File: src/rtl/hvn_pkg.sv
package hvn_pkg;

    // Fixed field widths
    localparam int HEIGHT_W = 16;
    localparam int IDX_W    = 15;
    localparam int GW_W     = 6;
    localparam int GD_W     = 11;
    localparam int APB_AW   = 3;
    localparam int APB_DW   = 32;

    // Arithmetic widths: vertex sums are Q3.14 in 18 bits, normals Q1.14 in 16
    localparam int COMP_W  = 18;
    localparam int NRM_W   = 16;
    localparam int SQ_W    = 2 * COMP_W;
    localparam int LEN_W   = SQ_W;
    localparam int QB      = 15;
    localparam int T_SHIFT = 2 * QB;
    localparam int ACC_W   = 70;

    localparam int ONE_Q14 = 16384;
    localparam int Y_UNIT  = 256;

    // Register map
    localparam logic REG_GRID_WIDTH = 1'b0;
    localparam logic REG_GRID_DEPTH = 1'b1;
    localparam logic [GW_W-1:0] GRID_WIDTH_RST = 6'd30;
    localparam logic [GD_W-1:0] GRID_DEPTH_RST = 11'd30;

    // Vector component select
    localparam logic [1:0] COMP_X = 2'd0;
    localparam logic [1:0] COMP_Y = 2'd1;
    localparam logic [1:0] COMP_Z = 2'd2;

    typedef struct packed {
        logic signed [COMP_W-1:0] x;
        logic signed [COMP_W-1:0] y;
        logic signed [COMP_W-1:0] z;
    } t_vec3;

    typedef struct packed {
        logic signed [NRM_W-1:0] x;
        logic signed [NRM_W-1:0] y;
        logic signed [NRM_W-1:0] z;
    } t_nrm3;

    typedef enum logic [2:0] {
        NS_IDLE,
        NS_SQ,
        NS_INIT,
        NS_STEP,
        NS_TEST,
        NS_DONE
    } t_nrm_state;

    typedef enum logic [3:0] {
        SQ_IDLE,
        SQ_TRI,
        SQ_TRI_WAIT,
        SQ_ACC_RD,
        SQ_ACC_WR,
        SQ_EMIT_RD,
        SQ_EMIT_NRM,
        SQ_EMIT_WAIT,
        SQ_EMIT_OUT,
        SQ_FINISH
    } t_seq_state;

    typedef enum logic [1:0] {
        EP_FIRST,
        EP_SECOND,
        EP_ROW
    } t_emit_phase;

endpackage

File: src/rtl/hvn_norm.sv
// Shared normalizer: three squares through one multiplier, then per component
// a greedy search for the largest q with (2q-1)^2 * len2 <= c^2 * 2^30,
// one quotient bit per step and test state pair, using shift/add updates only.
module hvn_norm (
    input  logic           i_clk,
    input  logic           i_rst_n,
    input  logic           i_start,
    input  hvn_pkg::t_vec3 i_vec,
    output logic           o_done,
    output hvn_pkg::t_nrm3 o_nrm
);
    import hvn_pkg::*;

    localparam int BIT_W = $clog2(QB);

    t_nrm_state r_state, n_state;
    t_vec3 r_vec;
    logic [1:0] r_k;
    logic [LEN_W-1:0] r_len;
    logic [SQ_W-1:0] r_sq [3];
    logic [ACC_W-1:0] r_a, r_b, r_c, r_d, r_f, r_an, r_bn;
    logic [QB-1:0] r_q;
    logic [BIT_W-1:0] r_bit;
    t_nrm3 r_res;

    logic signed [COMP_W-1:0] w_comp;
    logic [COMP_W-1:0] w_mag;
    logic [SQ_W-1:0] w_sq;
    logic [ACC_W-1:0] w_e, w_t;
    logic w_ok;
    logic [QB-1:0] w_qn, w_qf;
    logic signed [NRM_W-1:0] w_val;

    always_comb begin
        case (r_k)
            COMP_X:  w_comp = r_vec.x;
            COMP_Y:  w_comp = r_vec.y;
            default: w_comp = r_vec.z;
        endcase
    end

    assign w_mag = w_comp[COMP_W-1] ? COMP_W'(-w_comp) : COMP_W'(w_comp);
    assign w_sq  = SQ_W'(w_mag) * SQ_W'(w_mag);

    // (u'-1)^2 * L = A' - 2B' + L, with u' the doubled candidate
    assign w_e  = r_an - (r_bn << 1) + ACC_W'(r_len);
    assign w_t  = ACC_W'(r_sq[r_k]) << T_SHIFT;
    assign w_qn = r_q | (QB'(1) << r_bit);
    assign w_ok = !r_q[QB-1] && (w_e <= w_t);
    assign w_qf = w_ok ? w_qn : r_q;
    assign w_val = w_comp[COMP_W-1] ? -$signed({1'b0, w_qf}) : $signed({1'b0, w_qf});

    always_comb begin
        n_state = r_state;
        case (r_state)
            NS_IDLE: if (i_start) n_state = NS_SQ;
            NS_SQ:   if (r_k == COMP_Z) n_state = NS_INIT;
            NS_INIT: n_state = (r_len == '0) ? NS_DONE : NS_STEP;
            NS_STEP: n_state = NS_TEST;
            NS_TEST: begin
                if (r_bit == '0) begin
                    n_state = (r_k == COMP_Z) ? NS_DONE : NS_INIT;
                end else begin
                    n_state = NS_STEP;
                end
            end
            NS_DONE: n_state = NS_IDLE;
            default: n_state = NS_IDLE;
        endcase
    end

    always_comb begin
        o_done = (r_state == NS_DONE);
        o_nrm  = r_res;
    end

    always_ff @(posedge i_clk) begin
        if (!i_rst_n) begin
            r_state <= NS_IDLE;
            r_k     <= COMP_X;
        end else begin
            r_state <= n_state;
            case (r_state)
                NS_IDLE: if (i_start) r_k <= COMP_X;
                NS_SQ:   r_k <= (r_k == COMP_Z) ? COMP_X : r_k + 2'd1;
                NS_TEST: if (r_bit == '0) r_k <= r_k + 2'd1;
                default: ;
            endcase
        end
    end

    always_ff @(posedge i_clk) begin
        case (r_state)
            NS_IDLE: begin
                if (i_start) begin
                    r_vec <= i_vec;
                    r_len <= '0;
                end
            end
            NS_SQ: begin
                r_sq[r_k] <= w_sq;
                r_len     <= r_len + LEN_W'(w_sq);
            end
            NS_INIT: begin
                r_a   <= '0;
                r_b   <= '0;
                r_c   <= '0;
                r_d   <= ACC_W'(r_len) << QB;
                r_f   <= ACC_W'(r_len) << (2 * QB);
                r_q   <= '0;
                r_bit <= BIT_W'(QB - 1);
                // zero vector: default straight-up normal
                if (r_len == '0) begin
                    r_res.x <= '0;
                    r_res.y <= NRM_W'(ONE_Q14);
                    r_res.z <= '0;
                end
            end
            NS_STEP: begin
                r_an <= r_a + (r_c << 1) + r_f;
                r_bn <= r_b + r_d;
            end
            NS_TEST: begin
                if (w_ok) begin
                    r_a <= r_an;
                    r_b <= r_bn;
                    r_c <= (r_c + r_f) >> 1;
                    r_q <= w_qn;
                end else begin
                    r_c <= r_c >> 1;
                end
                r_d   <= r_d >> 1;
                r_f   <= r_f >> 2;
                r_bit <= r_bit - BIT_W'(1);
                if (r_bit == '0) begin
                    case (r_k)
                        COMP_X:  r_res.x <= w_val;
                        COMP_Y:  r_res.y <= w_val;
                        default: r_res.z <= w_val;
                    endcase
                end
            end
            default: ;
        endcase
    end

endmodule
File: config.mk
export PLATFORM = sky130hd
export DESIGN_NAME = hvn_norm
export DESIGN_NICKNAME = d
export VERILOG_FILES = /design/src/rtl/hvn_pkg.sv /design/src/rtl/hvn_norm.sv
export SDC_FILE = /design/constraint.sdc
export NUM_CORES = 2
export LEC_CHECK = 0
export BUFFER_PORTS_ARGS = -buffer_cell sky130_fd_sc_hd__buf_2
export CAP_MARGIN = 20
export CORE_ASPECT_RATIO = 1.2
export CORE_MARGIN = 8
export CORE_UTILIZATION = 59
export CTS_CLUSTER_DIAMETER = 150
export CTS_CLUSTER_SIZE = 16
export DETAILED_ROUTE_END_ITERATION = 8
export PLACE_DENSITY = 0.88
export SYNTH_ARGS = -nofsm -noshare
export SYNTH_HDL_FRONTEND = slang
export SYNTH_SLANG_ARGS = --single-unit
File: constraint.sdc
create_clock -name i_clk -period 12.8 [get_ports i_clk]
set_input_delay 3.84 -clock i_clk [delete_from_list [all_inputs] [get_ports i_clk]]
set_output_delay 3.84 -clock i_clk [all_outputs]
set_load 0.1 [all_outputs]
## Word level (Yosys, flattened, before mapping)

Memory sizes are Yosys's and may differ from the RTL's. A register that Yosys moved wholly into a read port is not among the register bits.
Cells that the tools add are included.
Widths: inputs -> output; s select.

| storage, ports and cells | value |
|---|---|
| bits in writable memories | 108 |
| bits in registers | 652 |
| input bits | 57 |
| bits in read-only memories | 0 |
| bits in latches | 0 |
| logic and storage cells | 103 |
| memories | 1 |
| output and inout bits | 49 |

| operators by class | value |
|---|---|
| reductions and logical operators | 18 |
| shift-type cells | 1 |
| bitwise gates (word level) | 1 |
| divide/modulo/power cells | 0 |
| $lt $le $gt $ge | 1 |
| equal/unequal tests | 15 |
| multiply operators | 1 |
| mux-type cells | 36 |
| add/subtract/negate cells | 11 |

Memory list:

| memory | words | bits a word | read ports | clocked after Yosys merged registers in | write ports | RTL line | RTL |
|---|---|---|---|---|---|---|---|
| r_sq | 3 | 36 | 1 | 1 | 1 | hvn_norm.sv:20 | `logic [SQ_W-1:0] r_sq [3];` |

Operator list:

| operator | count |
|---|---|
| $pmux 70 s2 | 5 |
| $add 70x70->70 | 4 |
| $mux 70 | 2 |
| $mux 48 | 2 |
| $pmux 48 s2 | 1 |
| $pmux 36 s2 | 1 |
| $add 70x36->70 | 1 |
| $le 70x66->1 | 1 |
| $sub 70x70->70 | 1 |
| $mux 69 | 1 |
| $mux 16 | 4 |
| $add 36x36->36 | 1 |
| $logic_not 36->1 | 1 |
| $mul 18x18->36 | 1 |
| $mux 36 | 1 |
| $pmux 18 s2 | 1 |
| $pmux 15 s2 | 1 |
| $mux 18 | 1 |
| $neg 18->18 | 1 |
| $neg 15->16 | 1 |
| $mux 15 | 1 |
| $mux 3 | 5 |
| $or 15x15->15 | 1 |
| $pmux 3 s5 | 1 |
| other kinds (25) | 44 |

## Longest topological paths before layout

| depth | value |
|---|---|
| depth in word-level cells | 10 |
| gate-level depth with buffers | 50 |
| depth with buffers taken out | 47 |

## Least setup slack after synthesis

No wires, ideal clock.

| timing | value |
|---|---|
| path kind | flip-flop to flip-flop |
| start point | register r_len[9] |
| end point | register r_a[0] (enable) |
| arrival time | 13.263 ns |
| setup time | 0.683 ns |
| stages on the path, launching flop included | 36 |
| period minus slack after synthesis | 13.946 ns |
| data required time | 12.117 ns |
| setup slack | -1.146 ns |
| cell sequence | edfxtp_1 > inv_1 > fa_1 > inv_1 > ha_1 > buf_2 > nand2_1 > or3_4 > a211o_1 > a31o_1 > nor4b_1 > o21ai_0 > o21a_1 > nor4_1 > nand3_1 > nand2_1 > nor2_1 > o31ai_1 > a2111oi_0 > nor2_1 > ha_1 > nand4_1 > nor4_1 > and4_1 > o21ai_0 > nor4_1 > nand4_1 > nor4_1 > nand4_1 > o21ai_1 > o311ai_1 > nor4_4 > and2_4 > buf_4 > nand2b_1 > a21oi_1 |

| on the way | value |
|---|---|
| longest elaborated chain between the ends | 5 |

RTL lines:

| item | RTL line | RTL |
|---|---|---|
| from (decl) | hvn_norm.sv:19 | `logic [LEN_W-1:0] r_len;` |
| from (signal assigned) | hvn_norm.sv:102 | `r_len <= r_len + LEN_W'(w_sq);` |
| $add 70x36->70 | hvn_norm.sv:46 | `assign w_e = r_an - (r_bn << 1) + ACC_W'(r_len);` |
| $le 70x66->1 | hvn_norm.sv:49 | `assign w_ok = !r_q[QB-1] && (w_e <= w_t);` |
| $logic_and 1x1->1 | hvn_norm.sv:49 |  |
| $ne 2x2->1 (no source line) | - |  |
| $reduce_and 2->1 (no source line) | - |  |
| to (signal assigned) | hvn_norm.sv:125 | `r_a <= r_an;` |
| to (decl) | hvn_norm.sv:21 | `logic [ACC_W-1:0] r_a, r_b, r_c, r_d, r_f, r_an, r_bn;` |

No other way between the ends.
A chain may end at the register's enable or synchronous reset.

## Worst setup path after layout

| timing | value |
|---|---|
| start point | register r_k[0] |
| end point | register r_len[35] (data pin) |

| on the way | value |
|---|---|
| longest elaborated chain between the ends | 7 |
| elaborated cells between the ends (all ways) | 8 |
| those cells by class | add/sub: 2; mul: 1; eq/ne: 1; mux: 3; reduce/logical: 1 |

RTL lines:

| item | RTL line | RTL |
|---|---|---|
| from (decl) | hvn_norm.sv:18 | `logic [1:0] r_k;` |
| from (signal assigned) | hvn_norm.sv:85 | `NS_SQ: r_k <= (r_k == COMP_Z) ? COMP_X : r_k + 2'd1;` |
| from (signal assigned) | hvn_norm.sv:86 | `NS_TEST: if (r_bit == '0) r_k <= r_k + 2'd1;` |
| $eq 2x1->1 / $logic_not 2->1 (equally long branches) | hvn_norm.sv:35 | `case (r_k)` |
| $pmux 18 s2 * | hvn_norm.sv:35 |  |
| $neg 18->18 | hvn_norm.sv:42 | `assign w_mag = w_comp[COMP_W-1] ? COMP_W'(-w_comp) : COMP_W'(w_comp);` |
| $mux 18 * | hvn_norm.sv:42 |  |
| $mul 18x18->36 * | hvn_norm.sv:43 | `assign w_sq = SQ_W'(w_mag) * SQ_W'(w_mag);` |
| via w_sq[22] | hvn_norm.sv:28 | `logic [SQ_W-1:0] w_sq;` |
| $add 36x36->36 * | hvn_norm.sv:102 |  |
| $pmux 36 s2 * | hvn_norm.sv:93 | `case (r_state)` |

The timed path passes the listed nets; every way through them passes the cells marked *.

==> metrics.yaml <==
holdPathEnd: "r_bn[0]$_DFFE_PN_"
slew_viol_final: 0
nFillCells: 7034
ys_types: 88
grt_usage_pct: 26.9
clkSinkCount: 732
die-area_um2: 104000
cp.arrival_ps: 12300
cp_data_required_time_ps: 13180
status: "finished, violations left"
vias: 42135
netlist_area_um2: 55400
io_pins: 106
synth_seq_area_share_pct: 39.6
clk_latency_ps: 650
min_path_type: "register to register"
place.gp.congestion: 0.985
area_delta_synth_final_pct: 6.03
start_util_pct: 59.3
drt_iter0_drc: 3833
synth_edf_count: 725
synthArstFlopShare_pct: 0
dp_hpwl_mm: 107
crit_fanout: 21
start_kind: "register"
critPathSlowestCell: "fa_1"
drc: 1
fin_crit_sh_pct: 93.1
final_hold_viol_count: 0
ctsHoldBuffers: 0
antenna_found_initial: 2
violations: "design-rule violations"
rsz0062_at_grt: "false"
fin_crit_ps: 11920
postSynthAreaPerCell_um2: 10.2
coreArea_um2: 93400
critical-path-max-stage-delay_ps: 550
nNetsFinal: 6333
cts_made_buffers: 51
wl_per_cell_um: 21.0
fin_worst_skew_ps: 43.2
path_class: "register to register"
die_h_um: 352
clockRootBuffer: "clkbuf_16"
antenna_left: 0
synthFlopType: "edfxtp_1"
drive_above_1_share_pct: 4.63
syn_inst: 5437
grt_overflow: 0
relSlewSlack_pct: 24.5
synth-warning-count: 0
rows: 123
clk_pin_slew_ps: 80
tightest_slew_ps: 1120
cp-end-kind: "register"
min_path_cells: 1
cts_tree: "yes"
r2r_slack_ps: 880
cap_violations: 0
fmax_mhz: 83.9
die_w_um: 296
ff2ff_path_depth: 50
reg2reg_to: "r_len[35]$_SDFFCE_PN0P_"
grt_max_degree: 161
ys_ff_latch: 732
grt_pass1_wl_mm: 224
fin_setup_tns_ps: 0
hold_path_startpoint: "r_d[0]$_SDFFCE_PN0P_"
setup_violations: 0
numPortBuffers: 105
r2r-start: "r_k[0]$_SDFFE_PN0P_"
clk_path_buf_depth: 3
dr.pass1.iters: 9
finalWirelength_mm: 141
grt_pass1_vias: 42086
routed_via_density: 6.25
cts_setup_buffers: 0
cts_max_level: 2
==> cells by family (layout without fill, tap and decap cells) <==
family / Yosys count / after routing / share of synthesized area (%)
multiplexers: 46 / 46 / 0.843
XOR/XNOR: 316 / 316 / 5.00
flip-flops: 732 / 732 / 39.6
AND/OR/NAND/NOR: 1587 / 1587 / 13.3
buffers and inverters: 763 / 807 / 5.20
other: 2 / 13 / 0.0136
AO/OA/AOI/OAI: 1193 / 1193 / 13.7
adder cells (fa/ha/maj): 798 / 798 / 22.4
==> synth_stat cells (all sizes together), types with 65 or more instances <==
cell type / n / share of area [%]
inv: 581 / 3.9
a21oi: 430 / 3.9
fa: 320 / 12
o21ai: 171 / 1.5
nor2: 438 / 3.0
xnor2: 199 / 3.1
ha: 478 / 11
and3: 163 / 1.8
a21o: 215 / 2.9
nand3: 89 / 0.80
edfxtp: 725 / 39
nor3: 65 / 0.59
clkbuf: 162 / 1.1
xor2: 117 / 1.9
nand2: 554 / 3.8
==> how the worst max path moves through the flow <==
| stage | startpoint | to | slack [ps] |
|---|---|---|---|
| global route | r_k[0]$_SDFFE_PN0P_ | r_len[35]$_SDFFCE_PN0P_ | 20 |
| detailed placement | r_k[0]$_SDFFE_PN0P_ | r_len[35]$_SDFFCE_PN0P_ | 650 |
| CTS | r_k[0]$_SDFFE_PN0P_ | r_len[35]$_SDFFCE_PN0P_ | 610 |
| global placement | r_k[0]$_SDFFE_PN0P_ | r_len[35]$_SDFFCE_PN0P_ | 860 |
| floorplan | r_state[2]$_SDFFE_PN0P_ | r_bit[0]$_SDFFCE_PN0P_ | 1390 |
| finish | r_k[0]$_SDFFE_PN0P_ | r_len[35]$_SDFFCE_PN0P_ | 880 |
==> layout make-up <==
cell class | instances | area [um^2] | share of cell area, %
Antenna cell | 1 | 2.50 | 0.00426
Clock buffer | 63 | 1340 | 2.29
Timing Repair Buffer | 154 | 943 | 1.61
Inverter | 587 | 2200 | 3.75
Sequential cell | 732 | 21900 | 37.3
Multi-Input combinational cell | 3952 | 30700 | 52.2
Clock inverter | 3 | 55.1 | 0.0938
Tap cell | 1250 | 1560 | 2.66
==> repair_timing <==
item,4_1_cts,5_1_grt
setup endpoints to repair,0,1
hold endpoints to repair,0,0
gates resized for setup,0,2
==> per-stage QoR <==
step	hold slack (ps)	worst slack [ps]	std cells	utilization, %	cell area [um^2]
after floorplan	491	1390	5447	-	55400
after global placement	519	862	6674	61.3	57300
after detailed placement	531	650	6674	61.3	57300
after CTS	543	612	6740	62.8	58700
after global routing	556	20.0	6741	62.8	58700
final	539	882	6742	62.8	58700
==> layer usage <==
layer  global-route usage (%)  vias up  routed length, um
met5                        0        -                 15
met2                     46.1     2086              69200
met1                     34.3    20449              53600
met3                     3.37      392              11600
met4                     11.8        2               7030
li1                         -    19206                  -
==> cells in the final DEF (no fill, tap or decap), types with 41 or more instances in the layout <==
master	n
nor2_1	436
a21o_1	215
buf_4	45
edfxtp_1	725
and3_1	162
fa_1	320
xor2_1	117
nand4_1	57
o21bai_1	45
nand2_1	552
inv_1	579
nor2b_1	44
mux2i_1	41
o21ai_0	166
nor3_1	64
nand3_1	89
xnor2_1	199
nand2b_1	53
clkbuf_16	52
o21a_1	47
ha_1	478
buf_2	105
a31oi_1	53
a21oi_1	427
==> worst max-delay path, delay by kind of cell (launching register included) <==
family | cells | cell delay, ps
AOI/OAI and AO/OA | 17 | 3580
DFF | 1 | 320
xor gates and xnor gates | 4 | 780
adders and majority gates | 10 | 4060
buffers and inverters | 11 | 1880
and+or+nand+nor | 8 | 1020
==> registers in the layout, summed over array words and instances, names as in the netlist, named ones only <==
register  count
r_an         70
r_vec        54
r_state       3
r_d          51
r_a          70
r_bn         69
r_b          69
r_c          69
r_len        36
r_q          15
r_bit         4
r_f          65
r_k           2
r_sq        105
o_nrm        48
Power is left out: the tool's default activity adds up to more than one toggle a clock period on the data nets, which glitch-free logic cannot reach.
